**src/rtl/core/lgs_pkg.sv**
```systemverilog
// ----------------------------------------------------------------------------
// lgs_pkg
// Shared types and constants for the life generation step block.
// ----------------------------------------------------------------------------
package lgs_pkg;

    typedef enum logic [1:0] {
        ACT_CLEAR = 2'd0,
        ACT_WRITE = 2'd1,
        ACT_STEP  = 2'd2,
        ACT_READ  = 2'd3
    } action_t;

    localparam int unsigned SURVIVE_COUNT = 2;
    localparam int unsigned BIRTH_COUNT   = 3;

    typedef struct packed {
        logic load;
        logic clear_grid;
        logic rd_item;
        logic rd_sweep;
        logic win_clear;
        logic win_shift;
        logic cnt_clr;
        logic cnt_inc;
        logic wr_cell;
        logic wr_gen;
        logic out_load;
    } lgs_cmd_t;

    typedef struct packed {
        action_t act;
        logic    row_ok;
        logic    col_ok;
        logic    sweep_rd;
        logic    sweep_wr;
        logic    sweep_end;
        logic    out_free;
    } lgs_status_t;

endpackage

```
**src/rtl/core/lgs_row_rule.sv**
```systemverilog
// ----------------------------------------------------------------------------
// lgs_row_rule
// Next generation of one row from the row above, the row itself and below.
// ----------------------------------------------------------------------------
module lgs_row_rule #(
    parameter int unsigned GRID_COLS = 32
) (
    input  logic [GRID_COLS-1:0] up_row,
    input  logic [GRID_COLS-1:0] mid_row,
    input  logic [GRID_COLS-1:0] down_row,
    output logic [GRID_COLS-1:0] next_row
);
    import lgs_pkg::*;

    logic [GRID_COLS+1:0] up_pad;
    logic [GRID_COLS+1:0] mid_pad;
    logic [GRID_COLS+1:0] down_pad;
    logic [3:0]           count [GRID_COLS];

    assign up_pad   = {1'b0, up_row, 1'b0};
    assign mid_pad  = {1'b0, mid_row, 1'b0};
    assign down_pad = {1'b0, down_row, 1'b0};

    always_comb
    begin
        for (int c = 0; c < GRID_COLS; c++)
        begin
            count[c] = 4'(up_pad[c]) + 4'(up_pad[c+1]) + 4'(up_pad[c+2])
                     + 4'(mid_pad[c]) + 4'(mid_pad[c+2])
                     + 4'(down_pad[c]) + 4'(down_pad[c+1]) + 4'(down_pad[c+2]);
            next_row[c] = (count[c] == 4'(BIRTH_COUNT))
                        || (mid_row[c] && (count[c] == 4'(SURVIVE_COUNT)));
        end
    end

endmodule

```
**src/rtl/core/lgs_ctrl.sv**
```systemverilog
// ----------------------------------------------------------------------------
// lgs_ctrl
// Sequencer for the life block: decodes each word and drives the datapath.
// ----------------------------------------------------------------------------
module lgs_ctrl (
    input  logic                 clk,
    input  logic                 rst_n,
    input  logic                 s_tvalid,
    output logic                 s_tready,
    input  lgs_pkg::lgs_status_t status,
    output lgs_pkg::lgs_cmd_t    cmd
);
    import lgs_pkg::*;

    typedef enum logic [4:0] {
        S_IDLE   = 5'b00001,
        S_DECODE = 5'b00010,
        S_MODIFY = 5'b00100,
        S_SWEEP  = 5'b01000,
        S_RESULT = 5'b10000
    } state_t;

    state_t state_reg;
    state_t state_next;

    assign s_tready = (state_reg == S_IDLE);

    always_comb
    begin
        state_next = state_reg;
        cmd        = '0;
        case (state_reg)
            S_IDLE:
            begin
                if (s_tvalid)
                begin
                    cmd.load   = 1'b1;
                    state_next = S_DECODE;
                end
            end
            S_DECODE:
            begin
                case (status.act)
                    ACT_CLEAR:
                    begin
                        cmd.clear_grid = 1'b1;
                        state_next     = S_RESULT;
                    end
                    ACT_WRITE:
                    begin
                        if (status.row_ok && status.col_ok)
                        begin
                            cmd.rd_item = 1'b1;
                            state_next  = S_MODIFY;
                        end
                        else
                        begin
                            state_next = S_RESULT;
                        end
                    end
                    ACT_STEP:
                    begin
                        cmd.cnt_clr   = 1'b1;
                        cmd.win_clear = 1'b1;
                        state_next    = S_SWEEP;
                    end
                    ACT_READ:
                    begin
                        cmd.rd_item = status.row_ok;
                        state_next  = S_RESULT;
                    end
                    default:
                    begin
                        state_next = S_RESULT;
                    end
                endcase
            end
            S_MODIFY:
            begin
                cmd.wr_cell = 1'b1;
                state_next  = S_RESULT;
            end
            S_SWEEP:
            begin
                cmd.rd_sweep  = status.sweep_rd;
                cmd.wr_gen    = status.sweep_wr;
                cmd.win_shift = 1'b1;
                cmd.cnt_inc   = 1'b1;
                if (status.sweep_end)
                begin
                    state_next = S_RESULT;
                end
            end
            S_RESULT:
            begin
                if (status.out_free)
                begin
                    cmd.out_load = 1'b1;
                    state_next   = S_IDLE;
                end
            end
            default:
            begin
                state_next = S_IDLE;
            end
        endcase
    end

    always_ff @(posedge clk or negedge rst_n)
    begin
        if (!rst_n)
        begin
            state_reg <= S_IDLE;
        end
        else
        begin
            state_reg <= state_next;
        end
    end

endmodule

```
**src/rtl/core/lgs_datapath.sv**
```systemverilog
// ----------------------------------------------------------------------------
// lgs_datapath
// Grid memory with row valid bits, three-row window, sweep counter and
// output register.
// ----------------------------------------------------------------------------
module lgs_datapath #(
    parameter int unsigned GRID_ROWS = 32,
    parameter int unsigned GRID_COLS = 32
) (
    input  logic                 clk,
    input  logic                 rst_n,
    input  logic [15:0]          s_tdata,
    input  logic [1:0]           s_tuser,
    output logic                 m_tvalid,
    input  logic                 m_tready,
    output logic [31:0]          m_tdata,
    input  lgs_pkg::lgs_cmd_t    cmd,
    output lgs_pkg::lgs_status_t status
);
    import lgs_pkg::*;

    localparam int unsigned ADDR_W = $clog2(GRID_ROWS);
    localparam int unsigned CNT_W  = $clog2(GRID_ROWS + 2);

    logic [GRID_COLS-1:0] mem [GRID_ROWS];
    logic [GRID_ROWS-1:0] valid_reg;

    action_t              act_reg;
    logic [4:0]           row_reg;
    logic [4:0]           col_reg;
    logic                 alive_reg;

    logic [CNT_W-1:0]     cnt_reg;
    logic [GRID_COLS-1:0] rd_data_reg;
    logic                 rd_hit_reg;
    logic [GRID_COLS-1:0] up_reg;
    logic [GRID_COLS-1:0] mid_reg;
    logic                 out_valid_reg;
    logic [31:0]          out_data_reg;
    logic [31:0]          out_data_next;

    logic [6:0]           row_ext;
    logic [6:0]           col_ext;
    logic                 row_ok;
    logic [ADDR_W-1:0]    item_addr;
    logic [CNT_W-1:0]     wr_cnt;
    logic [ADDR_W-1:0]    rd_addr;
    logic [ADDR_W-1:0]    wr_addr;
    logic                 rd_en;
    logic                 wr_en;
    logic [GRID_COLS-1:0] down_row;
    logic [GRID_COLS-1:0] gen_row;
    logic [GRID_COLS-1:0] cell_row;
    logic [GRID_COLS-1:0] wr_data;

    assign row_ext   = {2'b00, row_reg};
    assign col_ext   = {2'b00, col_reg};
    assign row_ok    = (row_ext < 7'(GRID_ROWS));
    assign item_addr = row_ext[ADDR_W-1:0];
    assign wr_cnt    = cnt_reg - CNT_W'(2);

    assign rd_en   = cmd.rd_item | cmd.rd_sweep;
    assign rd_addr = cmd.rd_sweep ? cnt_reg[ADDR_W-1:0] : item_addr;
    assign wr_en   = cmd.wr_cell | cmd.wr_gen;
    assign wr_addr = cmd.wr_gen ? wr_cnt[ADDR_W-1:0] : item_addr;
    assign wr_data = cmd.wr_gen ? gen_row : cell_row;

    assign down_row = rd_hit_reg ? rd_data_reg : '0;

    always_comb
    begin
        for (int c = 0; c < GRID_COLS; c++)
        begin
            cell_row[c] = (col_ext == 7'(c)) ? alive_reg : down_row[c];
        end
    end

    lgs_row_rule #(
        .GRID_COLS (GRID_COLS)
    ) u_rule (
        .up_row   (up_reg),
        .mid_row  (mid_reg),
        .down_row (down_row),
        .next_row (gen_row)
    );

    assign status.act       = act_reg;
    assign status.row_ok    = row_ok;
    assign status.col_ok    = (col_ext < 7'(GRID_COLS));
    assign status.sweep_rd  = (cnt_reg < CNT_W'(GRID_ROWS));
    assign status.sweep_wr  = (cnt_reg >= CNT_W'(2));
    assign status.sweep_end = (cnt_reg == CNT_W'(GRID_ROWS + 1));
    assign status.out_free  = !out_valid_reg || m_tready;

    generate
        for (genvar b = 0; b < 32; b++)
        begin : g_out
            if (b < GRID_COLS)
            begin : g_cell
                assign out_data_next[b] = (act_reg == ACT_READ) && row_ok && down_row[b];
            end
            else
            begin : g_pad
                assign out_data_next[b] = 1'b0;
            end
        end
    endgenerate

    assign m_tvalid = out_valid_reg;
    assign m_tdata  = out_data_reg;

    always_ff @(posedge clk)
    begin
        if (wr_en)
        begin
            mem[wr_addr] <= wr_data;
        end
        if (rd_en)
        begin
            rd_data_reg <= mem[rd_addr];
        end
    end

    always_ff @(posedge clk or negedge rst_n)
    begin
        if (!rst_n)
        begin
            valid_reg     <= '0;
            rd_hit_reg    <= 1'b0;
            cnt_reg       <= '0;
            out_valid_reg <= 1'b0;
            act_reg       <= ACT_CLEAR;
        end
        else
        begin
            if (cmd.clear_grid)
            begin
                valid_reg <= '0;
            end
            else if (wr_en)
            begin
                valid_reg[wr_addr] <= 1'b1;
            end

            if (rd_en)
            begin
                rd_hit_reg <= valid_reg[rd_addr];
            end
            else if (cmd.win_clear || cmd.win_shift)
            begin
                rd_hit_reg <= 1'b0;
            end

            if (cmd.cnt_clr)
            begin
                cnt_reg <= '0;
            end
            else if (cmd.cnt_inc)
            begin
                cnt_reg <= cnt_reg + CNT_W'(1);
            end

            if (cmd.out_load)
            begin
                out_valid_reg <= 1'b1;
            end
            else if (m_tready)
            begin
                out_valid_reg <= 1'b0;
            end

            if (cmd.load)
            begin
                act_reg <= action_t'(s_tuser);
            end
        end
    end

    always_ff @(posedge clk)
    begin
        if (cmd.load)
        begin
            row_reg   <= s_tdata[4:0];
            col_reg   <= s_tdata[9:5];
            alive_reg <= s_tdata[10];
        end
        if (cmd.win_clear)
        begin
            up_reg  <= '0;
            mid_reg <= '0;
        end
        else if (cmd.win_shift)
        begin
            up_reg  <= mid_reg;
            mid_reg <= down_row;
        end
        if (cmd.out_load)
        begin
            out_data_reg <= out_data_next;
        end
    end

endmodule

```
**src/rtl/core/life_generation_step.sv**
```systemverilog
// ----------------------------------------------------------------------------
// life_generation_step
// Bounded grid of one-bit cells advanced by the B3/S23 rule, with commands
// to clear the grid, write a cell, advance one generation and read a row.
//
//   Channel  Direction  Signals                     Contents
//   s_*      in         tvalid tready tdata tuser   command word
//   m_*      out        tvalid tready tdata         result row word
//
// A clear or a read goes from accept through decode to the result, and a
// cell write inside the grid adds a modify step; a write outside the grid
// goes straight to the result. An advance sweeps the grid, reading one row
// per cycle through the single read port of the grid memory. One word is
// handled at a time; a new word is taken while the last result still waits.
// After reset the row valid bits are clear, so the grid reads as all dead
// at once, with no clearing pass.
// ----------------------------------------------------------------------------
module life_generation_step #(
    parameter int unsigned GRID_ROWS = 32,
    parameter int unsigned GRID_COLS = 32
) (
    input  logic        clk,
    input  logic        rst_n,
    input  logic        s_tvalid,
    output logic        s_tready,
    input  logic [15:0] s_tdata,   // row_index[4:0], col_index[9:5], alive[10], zero[15:11]
    input  logic [1:0]  s_tuser,   // action[1:0]
    output logic        m_tvalid,
    input  logic        m_tready,
    output logic [31:0] m_tdata    // row_bits[31:0]
);
    import lgs_pkg::*;

    lgs_cmd_t    cmd;
    lgs_status_t status;

    lgs_ctrl u_ctrl (
        .clk      (clk),
        .rst_n    (rst_n),
        .s_tvalid (s_tvalid),
        .s_tready (s_tready),
        .status   (status),
        .cmd      (cmd)
    );

    lgs_datapath #(
        .GRID_ROWS (GRID_ROWS),
        .GRID_COLS (GRID_COLS)
    ) u_datapath (
        .clk      (clk),
        .rst_n    (rst_n),
        .s_tdata  (s_tdata),
        .s_tuser  (s_tuser),
        .m_tvalid (m_tvalid),
        .m_tready (m_tready),
        .m_tdata  (m_tdata),
        .cmd      (cmd),
        .status   (status)
    );

endmodule
```
**config.mk**
```make
export PLATFORM = sky130hd
export DESIGN_NAME = life_generation_step
export DESIGN_NICKNAME = d
export VERILOG_FILES = /design/src/rtl/core/lgs_pkg.sv /design/src/rtl/core/lgs_row_rule.sv /design/src/rtl/core/lgs_ctrl.sv /design/src/rtl/core/lgs_datapath.sv /design/src/rtl/core/life_generation_step.sv
export SDC_FILE = /design/constraint.sdc
export NUM_CORES = 2
export LEC_CHECK = 0
export BUFFER_PORTS_ARGS = -buffer_cell sky130_fd_sc_hd__buf_4
export CORE_ASPECT_RATIO = 1.1
export CORE_MARGIN = 1.5
export CORE_UTILIZATION = 60
export DETAILED_ROUTE_END_ITERATION = 6
export HOLD_SLACK_MARGIN = 0.1
export PLACE_DENSITY = 0.83
export SYNTH_ARGS = -nofsm -noshare
export SYNTH_HDL_FRONTEND = slang
export SYNTH_SLANG_ARGS = --single-unit
```
**constraint.sdc**
```tcl
create_clock -name clk -period 7.08 [get_ports clk]
set_input_delay 0.708 -clock clk [delete_from_list [all_inputs] [get_ports clk]]
set_output_delay 0.708 -clock clk [all_outputs]
set_load 0.1 [all_outputs]
```
==> impl_metrics.py <==
metrics = {
    "cts": {
        "cts.path.max_buffers": 3,
        "worst_skew_pair.late_latency_ns": 0.71,
        "post_cts_resized": 0,
        "h-tree-depth": 3,
        "num_cts_buffers": 111,
        "cts-root-buf": "sky130_fd_sc_hd__clkbuf_16",
        "cts.clk_slew.worst_paths_ns": 0.06,
        "clock_tree_from_tritoncts": "yes",
        "cts_sinks": 1210,
    },
    "setup_path": {
        "timing.reg2reg.setup_slack_ns": 1.76,
        "crit_arrival_ns": 5.71,
        "startpoint_type": "flip-flop",
        "r2r_end": "u_datapath.mem[8][7]",
        "regToRegStartpoint": "u_datapath.cnt_reg[0]",
        "timing_worst_setup_path_type": "reg2reg",
        "critPathRequiredTime_ns": 7.47,
        "worstPathMaxFanout": 23,
        "depth_of_the_most_critical_reg_to_reg_path": 9,
        "worst_setup_path_end_kind": "flip-flop",
    },
    "yosys": {
        "syn-mean-instance-area_um2": 14.1,
        "count_of_mapped_cells_out_of_synthesis": 3730,
        "post_synth_num_cell_types": 73,
        "synth_seq_cells": 1210,
        "dominantRegCellSynth": "sky130_fd_sc_hd__edfxtp_1",
        "mappedNetlistArea_um2": 52700,
        "number_of_warnings_printed_during_yosys_synthesis": 0,
        "synth_enable_flop_cells": 1099,
        "synth.net_count": 3971,
        "yosysSeqAreaShare_pct": 67.3,
        "ys_async_sr_fraction_pct": 3.88,
    },
    "pwr": {
        "power.ir.vdd_worst_mv": 0.227,
        "p_leak_nw": 21.0,
        "pwr_density_cell_nw_per_um2": 303,
        "post-layout-total-power_mw": 17.7,
    },
    "die": {
        "area_enclosed_by_the_die_boundary_um2": 89600,
        "core_area_um2": 86700,
        "die_wd_um": 286,
        "rows": 113,
        "start_util_pct": 60.8,
        "io_pins": 56,
        "die_h_um": 314,
    },
    "global_routing": {
        "grt_pass1_vias": 33742,
        "grtUsageTotal_pct": 30.9,
        "grt_antenna_before_repair": 3,
        "globalRouteOverflowTotal": 0,
        "grt_max_degree": 213,
        "grt_first_pass_wirelength_um": 206000,
    },
    "timing": {
        "setup_tns_ns": 0,
        "timing.final.crit_period_ns": 5.32,
        "final-hold-violation-count": 0,
        "fmax_ghz": 0.188,
        "worst-slew-pin-transition_ns": 1.44,
        "worst_case_headroom_to_the_max_slew_limit_pct": 3.89,
        "timing.final.max_slew_violations": 0,
        "grt_setup_unrepaired": "no",
        "timing.final.crit_share_pct": 75.1,
        "final-setup-viol-count": 0,
        "timing.clock.skew_ns": 0.0518,
        "fin_hold_ws_ns": 0.179,
    },
    "finish": {
        "layout.cells.most_common_list": "sky130_fd_sc_hd__edfxtp_1, sky130_fd_sc_hd__nand2_1, sky130_fd_sc_hd__nand3_1, sky130_fd_sc_hd__inv_1, sky130_fd_sc_hd__buf_4",
        "final_core_utilization_pct": 67.5,
        "finish.instance_area_um2": 58500,
        "largest_register": "u_datapath.mem",
        "most_common_library_cell_in_the_layout_ignoring_fill_and_taps": "sky130_fd_sc_hd__edfxtp_1",
        "area_delta_synth_final_pct": 11.1,
        "antenna_diode_count": 0,
        "fraction_of_layout_cells_with_a_size_suffix_above_1_pct": 13.7,
        "largest_register_ffs": 1024,
        "nNetsFinal": 4018,
    },
    "detailed_routing": {
        "detail-route-antenna-nets": 0,
        "route.detailed.vias_per_inst": 6.74,
        "via_count": 33801,
        "finalWirelength_um": 138000,
        "drt_pass1_iterations": 7,
        "dr.first_iter.drc_count": 5055,
        "avgRoutedWirePerCell_um": 27.4,
        "drt_drc_violations_left": 1,
    },
    "worst_hold_path": {
        "hp_class": "in2reg",
        "holdPathStages": 1,
        "hold-path-endpoint": "u_datapath.col_reg[0]",
        "min-delay-start": "s_tdata[5]",
    },
    "placed_design": {
        "place.port_buffers": 50,
        "place_area_um2": 54900,
        "dpl.hpwl_um": 77300,
        "routabilityCongestion": 0.886,
    },
    "status": {
        "outcome": "finished with violations",
        "failed_checks": "design-rule violations",
    },
    "job": {
        "maxCapViolCount": 0,
    },
}
==> synthesized netlist by cell type (all sizes together) (2+ instances only) <==
library cell	number	area, um2
a211oi	8	65.1
a21boi	2	15.0
a21o	17	128
a21oi	114	574
a22oi	66	495
a311o	3	30.0
a311oi	2	17.5
a31oi	74	463
a32oi	2	17.5
a41oi	18	158
and2	46	288
and3	35	219
buf	53	277
clkbuf	166	623
dfrtp	46	1150
dfxtp	64	1280
edfxtp	1099	33000
fa	108	2160
ha	111	1390
inv	188	706
mux2i	29	290
mux4	128	2880
nand2	671	2520
nand2b	13	81.3
nand3	241	1210
nand4	99	619
nor2	94	355
nor2b	8	50.1
nor3	13	70.1
nor4	18	113
nor4b	2	32.5
o2111ai	33	295
o211a	3	30.0
o21a	18	135
o21ai	75	375
o31ai	6	45.0
o41ai	2	25.0
or2	4	25.0
or3	3	18.8
xnor2	3	26.3
xor2	27	236
==> critical path, stage by stage (launching register included) <==
cell                      delay, ns
sky130_fd_sc_hd__dfrtp_1       0.77
sky130_fd_sc_hd__inv_1         0.29
sky130_fd_sc_hd__ha_1          0.28
sky130_fd_sc_hd__nor3_1        0.27
sky130_fd_sc_hd__a21oi_4       0.27
sky130_fd_sc_hd__o21ai_1       0.94
sky130_fd_sc_hd__buf_4         0.32
sky130_fd_sc_hd__nand3_1       0.35
sky130_fd_sc_hd__nor2_4        1.10
sky130_fd_sc_hd__buf_4         0.40
==> area by class of cell <==
| cell class | instances | area (um2) |
|---|---|---|
| fill | 5278 | 28200 |
| inverter | 188 | 706 |
| clock inverter | 53 | 573 |
| sequential | 1210 | 35500 |
| clock buffer | 151 | 3000 |
| tap | 1150 | 1440 |
| timing repair buffer | 153 | 1200 |
| multi-input combinational | 2113 | 16100 |
==> metal layers <==
layer	vias up	routed length [um]	share of wire, %	global-route usage [%]
li1	13960	-	-	-
met1	16644	46600	34	39.2
met2	2637	65900	48	50.4
met3	558	16800	12	6.49
met4	2	8190	6.0	16.7
met5	-	13	0.0095	0
==> report_power, final <==
group / switching, mW / total (mW) / internal [mW]
logic: 2.49 / 3.54 / 1.05
registers: 0.193 / 8.28 / 8.09
clock network: 2.63 / 5.90 / 3.28
total: 5.32 / 17.7 / 12.4
==> stage by stage <==
stage	setup slack [ns]	std cells
floorplan	1.53	3730
global placement	2.16	4813
detailed placement	1.98	4813
CTS	1.94	5018
global route	1.58	5018
finish	1.76	5018
==> repair_timing <==
item / in CTS / in global routing
endpoints found under the hold margin: 46 / 0
setup endpoints to repair: 0 / 0
setup buffers: 0 / 0
hold buffers: 1 / 0
==> cells by family (layout without fill, tap and decap cells) <==
kind of cell,Yosys count,count (layout),synth area share (%)
adder cells (fa/ha/maj),219,219,6.74
AO/OA/AOI/OAI,454,454,5.64
multiplexers,158,158,6.04
AND/OR/NAND/NOR,1252,1252,10.7
flip-flops,1210,1210,67.3
XOR/XNOR,30,30,0.499
buffers and inverters,407,545,3.05
==> worst max path at each step <==
stage	startpoint	to	slack [ns]	cells after the start
floorplan	u_ctrl.state_reg[4]	u_datapath.alive_reg	1.53	5
global placement	u_ctrl.state_reg[0]	u_datapath.mem[8][14]	2.16	9
detailed placement	u_datapath.cnt_reg[0]	u_datapath.mem[8][14]	1.98	9
CTS	u_datapath.cnt_reg[0]	u_datapath.mem[8][2]	1.94	9
global route	u_datapath.cnt_reg[0]	u_datapath.mem[8][2]	1.58	9
finish	u_datapath.cnt_reg[0]	u_datapath.mem[8][7]	1.76	9
(Power assumes the default switching activity.)
